[src/hdl/chs_pkg.sv]
// ----------------------------------------------------------------------------
// chs_pkg
// Shared types, constants and helper functions for the character statistics
// block.
// ----------------------------------------------------------------------------
package chs_pkg;

	localparam int COUNT_WIDTH = 32;
	localparam int STAT_W      = 32;
	localparam int IDX_W       = 6;

	localparam int NUM_CLASSES = 4;
	localparam int NUM_ALPHA   = 26;
	localparam int HIST_DEPTH  = 2 * NUM_ALPHA;
	localparam int HIST_AW     = $clog2(HIST_DEPTH);

	// report order
	localparam int STAT_LINES    = 4;
	localparam int STAT_LONGEST  = 5;
	localparam int STAT_SHORTEST = 6;
	localparam int HIST_BASE     = 7;
	localparam int NUM_STATS     = HIST_BASE + HIST_DEPTH;
	localparam int LAST_STAT     = NUM_STATS - 1;

	localparam logic CMD_TEXT = 1'b0;
	localparam logic CMD_END  = 1'b1;

	localparam logic [7:0] CH_UPPER_A = 8'h41;
	localparam logic [7:0] CH_UPPER_Z = 8'h5A;
	localparam logic [7:0] CH_LOWER_A = 8'h61;
	localparam logic [7:0] CH_LOWER_Z = 8'h7A;
	localparam logic [7:0] CH_DIGIT_0 = 8'h30;
	localparam logic [7:0] CH_DIGIT_9 = 8'h39;
	localparam logic [7:0] CH_NEWLINE = 8'h0A;

	typedef logic [COUNT_WIDTH-1:0] count_t;

	typedef enum logic [1:0] {
		CLS_UPPER,
		CLS_LOWER,
		CLS_DIGIT,
		CLS_OTHER
	} class_t;

	typedef struct packed {
		count_t [NUM_CLASSES-1:0] class_cnt;
		count_t                   lines;
		count_t                   longest;
		count_t                   shortest;
	} cnt_stats_t;

	typedef struct packed {
		logic               busy;
		logic               rd_en;
		logic [HIST_AW-1:0] rd_addr;
		logic               clear;
	} rpt_ctrl_t;

	function automatic count_t sat_inc(input count_t v);
		return (v == '1) ? v : v + count_t'(1);
	endfunction

	function automatic class_t classify(input logic [7:0] b);
		class_t c;
		if (b >= CH_UPPER_A && b <= CH_UPPER_Z)
			c = CLS_UPPER;
		else if (b >= CH_LOWER_A && b <= CH_LOWER_Z)
			c = CLS_LOWER;
		else if (b >= CH_DIGIT_0 && b <= CH_DIGIT_9)
			c = CLS_DIGIT;
		else
			c = CLS_OTHER;
		return c;
	endfunction

	// bin number: capitals first, then lowercase
	function automatic logic [HIST_AW-1:0] letter_index(input logic [7:0] b);
		logic [7:0] off;
		if (b <= CH_UPPER_Z)
			off = b - CH_UPPER_A;
		else
			off = b - CH_LOWER_A + 8'(NUM_ALPHA);
		return HIST_AW'(off);
	endfunction

	localparam int EXT_W = (COUNT_WIDTH > STAT_W) ? COUNT_WIDTH : STAT_W;

	// report values clamp to the output width
	function automatic logic [STAT_W-1:0] clamp_stat(input count_t v);
		logic [EXT_W-1:0] ext;
		ext = EXT_W'(v);
		if ((ext >> STAT_W) != '0)
			return '1;
		return STAT_W'(ext);
	endfunction

endpackage

[src/hdl/chs_hist_ram.sv]
// ----------------------------------------------------------------------------
// chs_hist_ram
// Letter histogram storage: one write port, one registered read port, and a
// valid bit per bin so an unwritten or cleared bin reads as zero.
// ----------------------------------------------------------------------------
module chs_hist_ram (
	input  logic                        clk,
	input  logic                        arst_n,
	input  logic                        rd_en,
	input  logic [chs_pkg::HIST_AW-1:0] rd_addr,
	output chs_pkg::count_t             rd_data,
	input  logic                        wr_en,
	input  logic [chs_pkg::HIST_AW-1:0] wr_addr,
	input  chs_pkg::count_t             wr_data,
	input  logic                        clear
);

	chs_pkg::count_t                    mem [chs_pkg::HIST_DEPTH];
	logic [chs_pkg::HIST_DEPTH-1:0]     valid_q;
	chs_pkg::count_t                    rd_data_q;

	always_ff @(posedge clk) begin
		if (wr_en)
			mem[wr_addr] <= wr_data;
		if (rd_en)
			rd_data_q <= valid_q[rd_addr] ? mem[rd_addr] : '0;
	end

	always_ff @(posedge clk or negedge arst_n) begin
		if (!arst_n) begin
			valid_q <= '0;
		end else if (clear) begin
			valid_q <= '0;
		end else if (wr_en) begin
			valid_q[wr_addr] <= 1'b1;
		end
	end

	assign rd_data = rd_data_q;

endmodule

[src/hdl/chs_counters.sv]
// ----------------------------------------------------------------------------
// chs_counters
// Class counters and line length tracking, all saturating.
// ----------------------------------------------------------------------------
module chs_counters (
	input  logic                clk,
	input  logic                arst_n,
	input  logic                byte_acc,
	input  logic [7:0]          text_byte,
	input  logic                end_acc,
	input  logic                clear,
	output chs_pkg::cnt_stats_t stats
);

	chs_pkg::count_t [chs_pkg::NUM_CLASSES-1:0] class_q;
	chs_pkg::count_t newline_q;
	chs_pkg::count_t cur_len_q;
	chs_pkg::count_t longest_q;
	chs_pkg::count_t shortest_q;
	chs_pkg::class_t cls;
	logic            is_nl;

	assign cls   = chs_pkg::classify(text_byte);
	assign is_nl = (text_byte == chs_pkg::CH_NEWLINE);

	always_ff @(posedge clk or negedge arst_n) begin
		if (!arst_n) begin
			class_q    <= '0;
			newline_q  <= '0;
			cur_len_q  <= '0;
			longest_q  <= '0;
			shortest_q <= '1;
		end else if (clear) begin
			class_q    <= '0;
			newline_q  <= '0;
			cur_len_q  <= '0;
			longest_q  <= '0;
			shortest_q <= '1;
		end else if (byte_acc) begin
			for (int i = 0; i < chs_pkg::NUM_CLASSES; i++) begin
				if (cls == chs_pkg::class_t'(i))
					class_q[i] <= chs_pkg::sat_inc(class_q[i]);
			end
			if (is_nl) begin
				newline_q <= chs_pkg::sat_inc(newline_q);
				if (cur_len_q > longest_q)
					longest_q <= cur_len_q;
				if (cur_len_q < shortest_q)
					shortest_q <= cur_len_q;
				cur_len_q <= '0;
			end else begin
				cur_len_q <= chs_pkg::sat_inc(cur_len_q);
			end
		end else if (end_acc) begin
			// close the last line, possibly empty
			if (cur_len_q > longest_q)
				longest_q <= cur_len_q;
			if (cur_len_q < shortest_q)
				shortest_q <= cur_len_q;
			cur_len_q <= '0;
		end
	end

	assign stats.class_cnt = class_q;
	assign stats.lines     = chs_pkg::sat_inc(newline_q);
	assign stats.longest   = longest_q;
	assign stats.shortest  = shortest_q;

endmodule

[src/hdl/chs_report.sv]
// ----------------------------------------------------------------------------
// chs_report
// Report sequencer: walks the statistics in order, fetches histogram bins,
// and holds each result in an output register until it is taken.
// ----------------------------------------------------------------------------
module chs_report (
	input  logic                             clk,
	input  logic                             arst_n,
	input  logic                             start,
	input  chs_pkg::cnt_stats_t              stats,
	input  chs_pkg::count_t                  hist_data,
	output chs_pkg::rpt_ctrl_t               ctrl,
	output logic                             out_valid,
	input  logic                             out_stall,
	output logic [chs_pkg::IDX_W-1:0]        stat_index,
	output logic [chs_pkg::STAT_W-1:0]       stat_value,
	output logic                             last_stat
);

	typedef enum logic [1:0] {
		ST_IDLE,
		ST_READ,
		ST_LOAD
	} state_t;

	state_t                       state_q;
	logic [chs_pkg::IDX_W-1:0]    k_q;
	logic                         out_valid_q;
	logic [chs_pkg::IDX_W-1:0]    idx_q;
	logic [chs_pkg::STAT_W-1:0]   value_q;
	logic                         last_q;
	logic                         take;
	logic                         load;
	logic                         at_last;
	chs_pkg::count_t              sel;

	assign take    = !out_valid_q || !out_stall;
	assign load    = (state_q == ST_LOAD) && take;
	assign at_last = (k_q == chs_pkg::IDX_W'(chs_pkg::LAST_STAT));

	always_comb begin
		priority if (k_q < chs_pkg::IDX_W'(chs_pkg::NUM_CLASSES))
			sel = stats.class_cnt[k_q[1:0]];
		else if (k_q == chs_pkg::IDX_W'(chs_pkg::STAT_LINES))
			sel = stats.lines;
		else if (k_q == chs_pkg::IDX_W'(chs_pkg::STAT_LONGEST))
			sel = stats.longest;
		else if (k_q == chs_pkg::IDX_W'(chs_pkg::STAT_SHORTEST))
			sel = stats.shortest;
		else
			sel = hist_data;
	end

	assign ctrl.busy    = (state_q != ST_IDLE);
	assign ctrl.rd_en   = (state_q == ST_READ) && (k_q >= chs_pkg::IDX_W'(chs_pkg::HIST_BASE));
	assign ctrl.rd_addr = chs_pkg::HIST_AW'(k_q - chs_pkg::IDX_W'(chs_pkg::HIST_BASE));
	assign ctrl.clear   = (state_q == ST_LOAD) && take && at_last;

	always_ff @(posedge clk or negedge arst_n) begin
		if (!arst_n) begin
			state_q     <= ST_IDLE;
			k_q         <= '0;
			out_valid_q <= 1'b0;
			idx_q       <= '0;
			value_q     <= '0;
			last_q      <= 1'b0;
		end else begin
			// a new load refills the register, else a taken result empties it
			out_valid_q <= load || (out_valid_q && out_stall);
			unique case (state_q)
				ST_IDLE: begin
					if (start) begin
						k_q     <= '0;
						state_q <= ST_READ;
					end
				end
				ST_READ: begin
					state_q <= ST_LOAD;
				end
				ST_LOAD: begin
					if (take) begin
						idx_q       <= k_q;
						value_q     <= chs_pkg::clamp_stat(sel);
						last_q      <= at_last;
						if (at_last) begin
							state_q <= ST_IDLE;
						end else begin
							k_q     <= k_q + chs_pkg::IDX_W'(1);
							state_q <= ST_READ;
						end
					end
				end
				default: begin
					state_q <= ST_IDLE;
				end
			endcase
		end
	end

	assign out_valid  = out_valid_q;
	assign stat_index = idx_q;
	assign stat_value = value_q;
	assign last_stat  = last_q;

endmodule

[src/hdl/text_character_statistics.sv]
// ----------------------------------------------------------------------------
// text_character_statistics
// Counts character classes, lines and letters of a byte stream and reports
// 59 statistics on an end-of-text request.
// ----------------------------------------------------------------------------
//
//  channel  | direction | handshake          | payload
//  ---------+-----------+--------------------+-----------------------------------
//  input    | in        | in_valid/in_stall  | command, text_byte
//  output   | out       | out_valid/out_stall| stat_index, stat_value, last_stat
//
//  Cycles: one text byte request per cycle, back to back, while in_stall is
//  low. An end-of-text request starts a report of 59 results, each through a
//  read state (a bin read from the histogram memory, for the bins) and then a
//  load into the output register. The block stays busy, with in_stall high,
//  until the last load, and longer under any output stall.
//  Reset: asynchronous, active low; bin valid bits clear at once, no sweep.
//  Stalls: out_stall holds the current result; the sequencer waits for it.
module text_character_statistics (
	input  logic                             clk,
	input  logic                             arst_n,
	input  logic                             in_valid,
	output logic                             in_stall,
	input  logic                             command,
	input  logic [7:0]                       text_byte,
	output logic                             out_valid,
	input  logic                             out_stall,
	output logic [chs_pkg::IDX_W-1:0]        stat_index,
	output logic [chs_pkg::STAT_W-1:0]       stat_value,
	output logic                             last_stat
);

	logic                          in_acc;
	logic                          byte_acc;
	logic                          end_acc;
	logic                          is_letter;
	logic [chs_pkg::HIST_AW-1:0]   letter_idx;
	chs_pkg::class_t               cls;

	// read-modify-write stage for the letter bin
	logic                          upd_valid_s1;
	logic [chs_pkg::HIST_AW-1:0]   upd_idx_s1;
	chs_pkg::count_t               bin_old;
	chs_pkg::count_t               bin_new;

	// last write, forwarded to a back-to-back hit on the same bin
	logic                          fwd_valid_q;
	logic [chs_pkg::HIST_AW-1:0]   fwd_idx_q;
	chs_pkg::count_t               fwd_val_q;

	logic                          ram_rd_en;
	logic [chs_pkg::HIST_AW-1:0]   ram_rd_addr;
	chs_pkg::count_t               ram_rd_data;

	chs_pkg::cnt_stats_t           stats;
	chs_pkg::rpt_ctrl_t            ctrl;

	assign in_stall = ctrl.busy;
	assign in_acc   = in_valid && !in_stall;
	assign byte_acc = in_acc && (command == chs_pkg::CMD_TEXT);
	assign end_acc  = in_acc && (command == chs_pkg::CMD_END);

	assign cls        = chs_pkg::classify(text_byte);
	assign is_letter  = (cls == chs_pkg::CLS_UPPER) || (cls == chs_pkg::CLS_LOWER);
	assign letter_idx = chs_pkg::letter_index(text_byte);

	// the report only reads while no byte can be accepted
	assign ram_rd_en   = ctrl.rd_en || (byte_acc && is_letter);
	assign ram_rd_addr = ctrl.rd_en ? ctrl.rd_addr : letter_idx;

	always_ff @(posedge clk or negedge arst_n) begin
		if (!arst_n)
			upd_valid_s1 <= 1'b0;
		else
			upd_valid_s1 <= byte_acc && is_letter;
	end

	always_ff @(posedge clk) begin
		if (byte_acc && is_letter)
			upd_idx_s1 <= letter_idx;
	end

	assign bin_old = (fwd_valid_q && (fwd_idx_q == upd_idx_s1)) ? fwd_val_q : ram_rd_data;
	assign bin_new = chs_pkg::sat_inc(bin_old);

	always_ff @(posedge clk or negedge arst_n) begin
		if (!arst_n) begin
			fwd_valid_q <= 1'b0;
		end else if (ctrl.clear) begin
			fwd_valid_q <= 1'b0;
		end else if (upd_valid_s1) begin
			fwd_valid_q <= 1'b1;
		end
	end

	always_ff @(posedge clk) begin
		if (upd_valid_s1) begin
			fwd_idx_q <= upd_idx_s1;
			fwd_val_q <= bin_new;
		end
	end

	chs_hist_ram u_hist (
		.clk     (clk),
		.arst_n  (arst_n),
		.rd_en   (ram_rd_en),
		.rd_addr (ram_rd_addr),
		.rd_data (ram_rd_data),
		.wr_en   (upd_valid_s1),
		.wr_addr (upd_idx_s1),
		.wr_data (bin_new),
		.clear   (ctrl.clear)
	);

	chs_counters u_cnt (
		.clk       (clk),
		.arst_n    (arst_n),
		.byte_acc  (byte_acc),
		.text_byte (text_byte),
		.end_acc   (end_acc),
		.clear     (ctrl.clear),
		.stats     (stats)
	);

	chs_report u_rpt (
		.clk        (clk),
		.arst_n     (arst_n),
		.start      (end_acc),
		.stats      (stats),
		.hist_data  (ram_rd_data),
		.ctrl       (ctrl),
		.out_valid  (out_valid),
		.out_stall  (out_stall),
		.stat_index (stat_index),
		.stat_value (stat_value),
		.last_stat  (last_stat)
	);

	// a pending bin write must never meet the end-of-report clear
	a_no_clear_during_update: assert property (@(posedge clk) disable iff (!arst_n)
		!(ctrl.clear && upd_valid_s1))
		else $error("histogram clear overlaps a bin update");

	// an end-of-text request always starts the report
	a_end_starts_report: assert property (@(posedge clk) disable iff (!arst_n)
		end_acc |=> in_stall)
		else $error("report did not start after end of text");

	// the marked result is the final statistic
	a_last_is_final: assert property (@(posedge clk) disable iff (!arst_n)
		(out_valid && last_stat) |-> (stat_index == chs_pkg::IDX_W'(chs_pkg::LAST_STAT)))
		else $error("last_stat on a result other than the final one");

	// no report histogram read while a bin update is in flight
	a_no_read_during_update: assert property (@(posedge clk) disable iff (!arst_n)
		!(ctrl.rd_en && upd_valid_s1))
		else $error("report read overlaps a bin update");

endmodule
[config.mk]
export PLATFORM = sky130hd
export DESIGN_NAME = text_character_statistics
export DESIGN_NICKNAME = d
export VERILOG_FILES = /design/src/hdl/chs_pkg.sv /design/src/hdl/chs_hist_ram.sv /design/src/hdl/chs_counters.sv /design/src/hdl/chs_report.sv /design/src/hdl/text_character_statistics.sv
export SDC_FILE = /design/constraint.sdc
export NUM_CORES = 2
export LEC_CHECK = 0
export BUFFER_PORTS_ARGS = -buffer_cell sky130_fd_sc_hd__buf_2
export CAP_MARGIN = 20
export CORE_MARGIN = 2
export CORE_UTILIZATION = 40
export CTS_BUF_LIST = sky130_fd_sc_hd__clkbuf_8
export DETAILED_ROUTE_END_ITERATION = 8
export GPL_ROUTABILITY_DRIVEN = 0
export PLACE_DENSITY = 0.54
export REMOVE_ABC_BUFFERS = 1
export SLEW_MARGIN = 20
export SYNTH_ARGS = -nofsm -noshare
export SYNTH_HDL_FRONTEND = slang
export SYNTH_HIERARCHICAL = 1
export SYNTH_SLANG_ARGS = --single-unit
[constraint.sdc]
create_clock -name clk -period 5.4 [get_ports clk]
set_input_delay 0.54 -clock clk [delete_from_list [all_inputs] [get_ports clk]]
set_output_delay 0.54 -clock clk [all_outputs]
set_load 0.01 [all_outputs]
Yosys cells after proc, flatten, opt, wreduce, memory -nomap -nowiden
Memories as Yosys holds them, arrays and structs flattened. A register that Yosys moved wholly into a read port is not among the register bits. Cells that the tools add are included.

Bits in read-only memories: 0. Latch bits: 0. Output and inout bits: 41. RAM bits: 1664. Input bits: 13. Register bits after elaboration: 402. Word-level logic and storage cells: 182. Memories: 1.

Divide/modulo/power cells: 0. Add/subtract/negate cells: 12. Reductions and logical operators: 43. Mux-type cells: 63. Equal/unequal tests: 27. Order comparisons: 14. Shifts and indexed selects: 0. Bitwise operators: 2. Multiply operators: 0.

Memory list: u_hist.mem (depth 52, bits a word 32, rd ports 1, clocked after memory_dff 1, write ports 1, line chs_hist_ram.sv:18) `chs_pkg::count_t mem [chs_pkg::HIST_DEPTH];`.

Operators by type and width (number): $mux W32 (35); $mux W128 (2); $add A32 B1 Y32 const B (7); $eq A32 B32 Y1 const B (7); $mux W52 (2); $bmux W32 S2 (1); $or A52 B52 Y52 (1); $gt A32 B32 Y1 (1); $lt A32 B32 Y1 (1); $mux W6 (5); $eq A6 B3 Y1 const B (3); $reduce_bool A2 Y1 (9); $ge A8 B7 Y1 const B (2); $le A8 B7 Y1 const B (2); $lt A6 B7 Y1 const B (2); $logic_and A1 B1 Y1 (13); $pmux W6 S2 (1); $reduce_and A3 Y1 (4); $mux W1 (10); $ne A2 B1 Y1 const B (5); $reduce_and A2 Y1 (5); $eq A8 B4 Y1 const B (1); $ge A8 B6 Y1 const B (1); $le A8 B6 Y1 const B (1); other kinds (26) (40).

Longest topological paths before layout
Depth in word-level cells: 9. Gate-level depth with buffers: 19. Depth with buffers taken out: 12.

Modules after synthesis
Netlist, hierarchy kept.

By module, submodules not included: chs_hist_ram (seq. area each 52230.1 um^2, area an instance 66989.2 um^2, times used 1, cells each 3038); chs_counters (seq. area each 6446.2 um^2, area an instance 14721.6 um^2, times used 1, cells each 1550); chs_report (seq. area each 1201.2 um^2, area an instance 4575.6 um^2, times used 1, cells each 528); text_character_statistics (seq. area each 1371.3 um^2, area an instance 3500.9 um^2, times used 1, cells each 362).

Worst setup path before layout
No wires, ideal clock.

Kind: flip-flop to flip-flop. Start: register upd_idx_s1[0] (netlist name). End: register fwd_val_q[14], data pin. Setup time: 634 ps. Stages on the path, launching flop included: 9. Data arrival time: 4071 ps. Slack: 695 ps. Required time: 4766 ps. Path through: edfxtp_1 > xnor2_1 > nand4_1 > nor2_8 > buf_6 > mux2i_1 > and2_1 > a21oi_1 > a211oi_1.

Word-level cells in the longest chain between the ends: 5. Elaborated cells between the ends (all ways): 6. Classes of those cells: 1 x add/sub; 2 x eq/ne; 2 x mux; 1 x reduce/logical.

RTL lines: start: declaration (line text_character_statistics.sv:42) `logic [chs_pkg::HIST_AW-1:0] upd_idx_s1;`; start signal: assignment (line text_character_statistics.sv:80) `upd_idx_s1 <= letter_idx;`; $eq A6 B6 Y1 * (line text_character_statistics.sv:83) `assign bin_old = (fwd_valid_q && (fwd_idx_q == upd_idx_s1)) ? fwd_val_q : ram_rd_data;`; $logic_and A1 B1 Y1 * (line text_character_statistics.sv:83); $mux W32 * (line text_character_statistics.sv:83); $add A32 B1 Y32 / $eq A32 B32 Y1 (equally long branches) (line chs_pkg.sv:60) `return (v == '1) ? v : v + count_t'(1);`; $mux W32 * (line chs_pkg.sv:60); named net bin_new[14] (line text_character_statistics.sv:44) `chs_pkg::count_t bin_new;`; end signal: assignment (line text_character_statistics.sv:99) `fwd_val_q <= bin_new;`; end: declaration (line text_character_statistics.sv:49) `chs_pkg::count_t fwd_val_q;`.

Mark *: on every way through the listed nets, which the timed path passes. The rest lies on a longest branch. A chain may end at the register's enable or synchronous reset.

==> results.ini <==
[outcome]
outcome=finished clean

[logic_synthesis]
synth_ff_type=edfxtp_1
synth_area_leaders=edfxtp_1 58%, mux4_2 9.9%, dfrtp_1 9.1%, mux2i_1 2.2%, nor2_1 1.9%
yosysTopAreaCellShare=0.582
yosysUniqueCellTypes=107
synth_edf_count=1740
syn_inst=5478
avgSynthCellArea_sq_um=16.4
ys_warn_count=6
syn_area_sq_mm=0.0898
ys_seq_area_frac=0.682
synth.largest_area_cell=edfxtp_1
synth-seq-cells=2098
synthArstFlopShare=0.171

[worst_setup_path]
cp-start-kind=register
r2r_start=u_rpt/k_q[4]$_DFFE_PN0P_
ff2ff_path_depth=10
critPathMaxFanout=43
cp.required_ns=6.22
crit_path_end=u_hist/rd_data[29]$_SDFFCE_PN0P_
cp-end-kind=register
critPathLaunch=u_rpt/k_q[4]$_DFFE_PN0P_
cp.arrival_ns=5.65
r2r_end=u_hist/rd_data[29]$_SDFFCE_PN0P_
reg2reg_slack_ns=0.56
worstSetupPathType=reg2reg

[clock_tree]
numClockSinks=2098
cts-root-buf=clkbuf_8
cts_buffers=371
clkTransAtPathRegs_ns=0.06
cts_tree=built
hold_buffers=5
cts_resized=0
clk_latency_ns=1.13
cts_buffer_depth=4
h-tree-depth=5
postCtsSetupBuffers=0

[pwr]
irDropWorstVdd_v=0.000294
powerDensity_mw_per_mm2=417
leakagePower_nw=35.6

[layout]
utilization=0.461
drive_gt1_frac=0.253
final_common_cell=edfxtp_1
final_cell_mix=1740 x edfxtp_1, 409 x nor2_1, 400 x clkbuf_8
fillCellCount=19200
nets=5967
syn_to_final_growth_pct=14.5

[detailed_routing]
drc=0
routed_via_density=5.79
vias=52900
routed_wl_mm=265
dr.first_iter.drc_count=5857
ant_nets=0
wl_per_cell_um=29.0
firstDrtPassIters=6

[grt]
grt_pass1_vias=52700
grt_max_degree=136
grt_use_total=0.229
antenna_found_initial=12
grt_overflow=0
grt_pass1_wl_mm=380

[sta]
slew_headroom=0.238
tightest_slew_ns=1.14
finalSetupTns_ns=0
max_freq_ghz=0.207
maxSlewViolCount=0
final_hold_viol_count=0
fin_skew_ns=0.128
fin_crit_ns=4.84
setup_violations=0
rsz0062_at_grt=no
post-route-period-util=0.895

[floorplanning]
ioPinCount=54
rows=173
die_h_um=478
die_x_um=478
initial_utilization=0.403
dieArea_sq_mm=0.228
coreArea_sq_mm=0.223

[min_path]
min_path_type=in2reg
hold_path_depth=4

[run]
max_cap_viol_count=0

[placement]
dp_hpwl_mm=168
buffer_ports.inserted=53

## worst min-delay path by stage
stage / from / to / slack (ns)
floorplan: arst_n / fwd_valid_q$_DFFE_PN0P_ / 0.24
global placement: u_rpt/last_stat$_DFFE_PN0P_ / u_rpt/last_stat$_DFFE_PN0P_ / 0.46
detailed placement: u_rpt/stat_index[2]$_DFFE_PN0P_ / u_rpt/stat_index[2]$_DFFE_PN0P_ / 0.46
CTS: text_byte[4] / upd_valid_s1$_DFF_PN0_ / 0.007
global route: text_byte[4] / upd_idx_s1[4]$_DFFE_PP_ / 0.1
finish: text_byte[4] / upd_valid_s1$_DFF_PN0_ / 0.11
## stage by stage
step           area, sq um  power [mW]  cells  setup slack, ns  hold slack, ns
6_report            103000        42.9   9128            0.564           0.114
5_1_grt             103000        44.4   9125            0.456          0.0987
4_1_cts             103000        43.2   9122            0.687         0.00738
3_5_place_dp         95800        29.3   8472            0.191           0.463
3_3_place_gp         95700        29.2   8466            0.139           0.455
2_1_floorplan        88300        26.1   5169           -57.28           0.244
## layer usage
layer	vias to the layer above	track usage	wire (um)
met3	406	0.0372	18400
li1	22400	-	-
met5	-	0	0
met1	27900	0.323	113000
met2	2078	0.359	124000
met4	0	0.0820	9220
## synth_stat cells (all sizes together), types with 5 or more instances
cell       n
edfxtp  1740
nor2     467
mux4     395
dfrtp    326
nand2    245
a21oi    223
mux2i    201
clkbuf   158
buf      151
mux2     130
inv      127
nand3    124
xnor2    118
xor2     117
o221ai    96
nand4     87
nor3      86
ha        77
a22o      64
o22ai     59
and3      53
o21ai     42
a31oi     38
a221oi    36
dfstp     32
or3       30
and4      29
nor4      26
o32a      23
a21o      22
a211oi    19
and2      17
nand2b    17
nor2b     10
o211ai    10
a32oi      8
o21a       8
nand3b     7
nor3b      5
or2        5
## power breakdown
part / leakage (nW) / internal, mW / switching [mW]
registers: 20.2 / 18.6 / 0.581
clock network: 3.98 / 7.36 / 6.51
logic: 11.5 / 3.67 / 6.11
total: 35.6 / 29.6 / 13.2
## worst max-delay path: stages, from the launching register on
cell and delay (ns):
dfrtp_1 0.64, or3_1 0.21, a21oi_1 0.05, nor2_1 0.49, buf_4 0.29, mux2_8 0.58, buf_4 0.59, mux2_2 0.40
a221oi_1 0.66, a21oi_1 0.31, a22o_1 0.27
## final cells by class
class                           instances  area (sq um)  share of cell area
Sequential cell                      2098         61300               0.596
Multi-Input combinational cell       2944         27400               0.267
Clock buffer                          400          5510              0.0536
Tap cell                             2975          3720              0.0362
Timing Repair Buffer                  335          3040              0.0296
Clock inverter                        245          1340              0.0130
Inverter                              127           477             0.00464
Antenna cell                            4          10.0           0.0000974
## registers in the layout, indices dropped and copies added, names as in the netlist, 2 cells and up
register / cells
u_hist/mem: 1664
u_cnt/stats: 128
u_hist/valid_q: 52
fwd_val_q: 32
u_cnt/cur_len_q: 32
u_cnt/longest_q: 32
u_cnt/newline_q: 32
u_cnt/shortest_q: 32
u_hist/rd_data: 32
u_rpt/stat_value: 32
fwd_idx_q: 6
u_rpt/k_q: 6
u_rpt/stat_index: 6
upd_idx_s1: 6
u_rpt/state_q: 2
## cells by family (layout without fill, tap and decap cells)
group	Yosys count	count (layout)	share of synthesized area
flip-flops	2098	2098	0.682
AND/OR/NAND/NOR	1223	1223	0.0677
multiplexers	726	726	0.139
AO/OA/AOI/OAI	683	683	0.0555
buffers and inverters	436	1107	0.0221
XOR/XNOR	235	235	0.0229
adder cells (fa/ha/maj)	77	77	0.0107
other	0	4	0
Power figures use the tool's default switching activity.
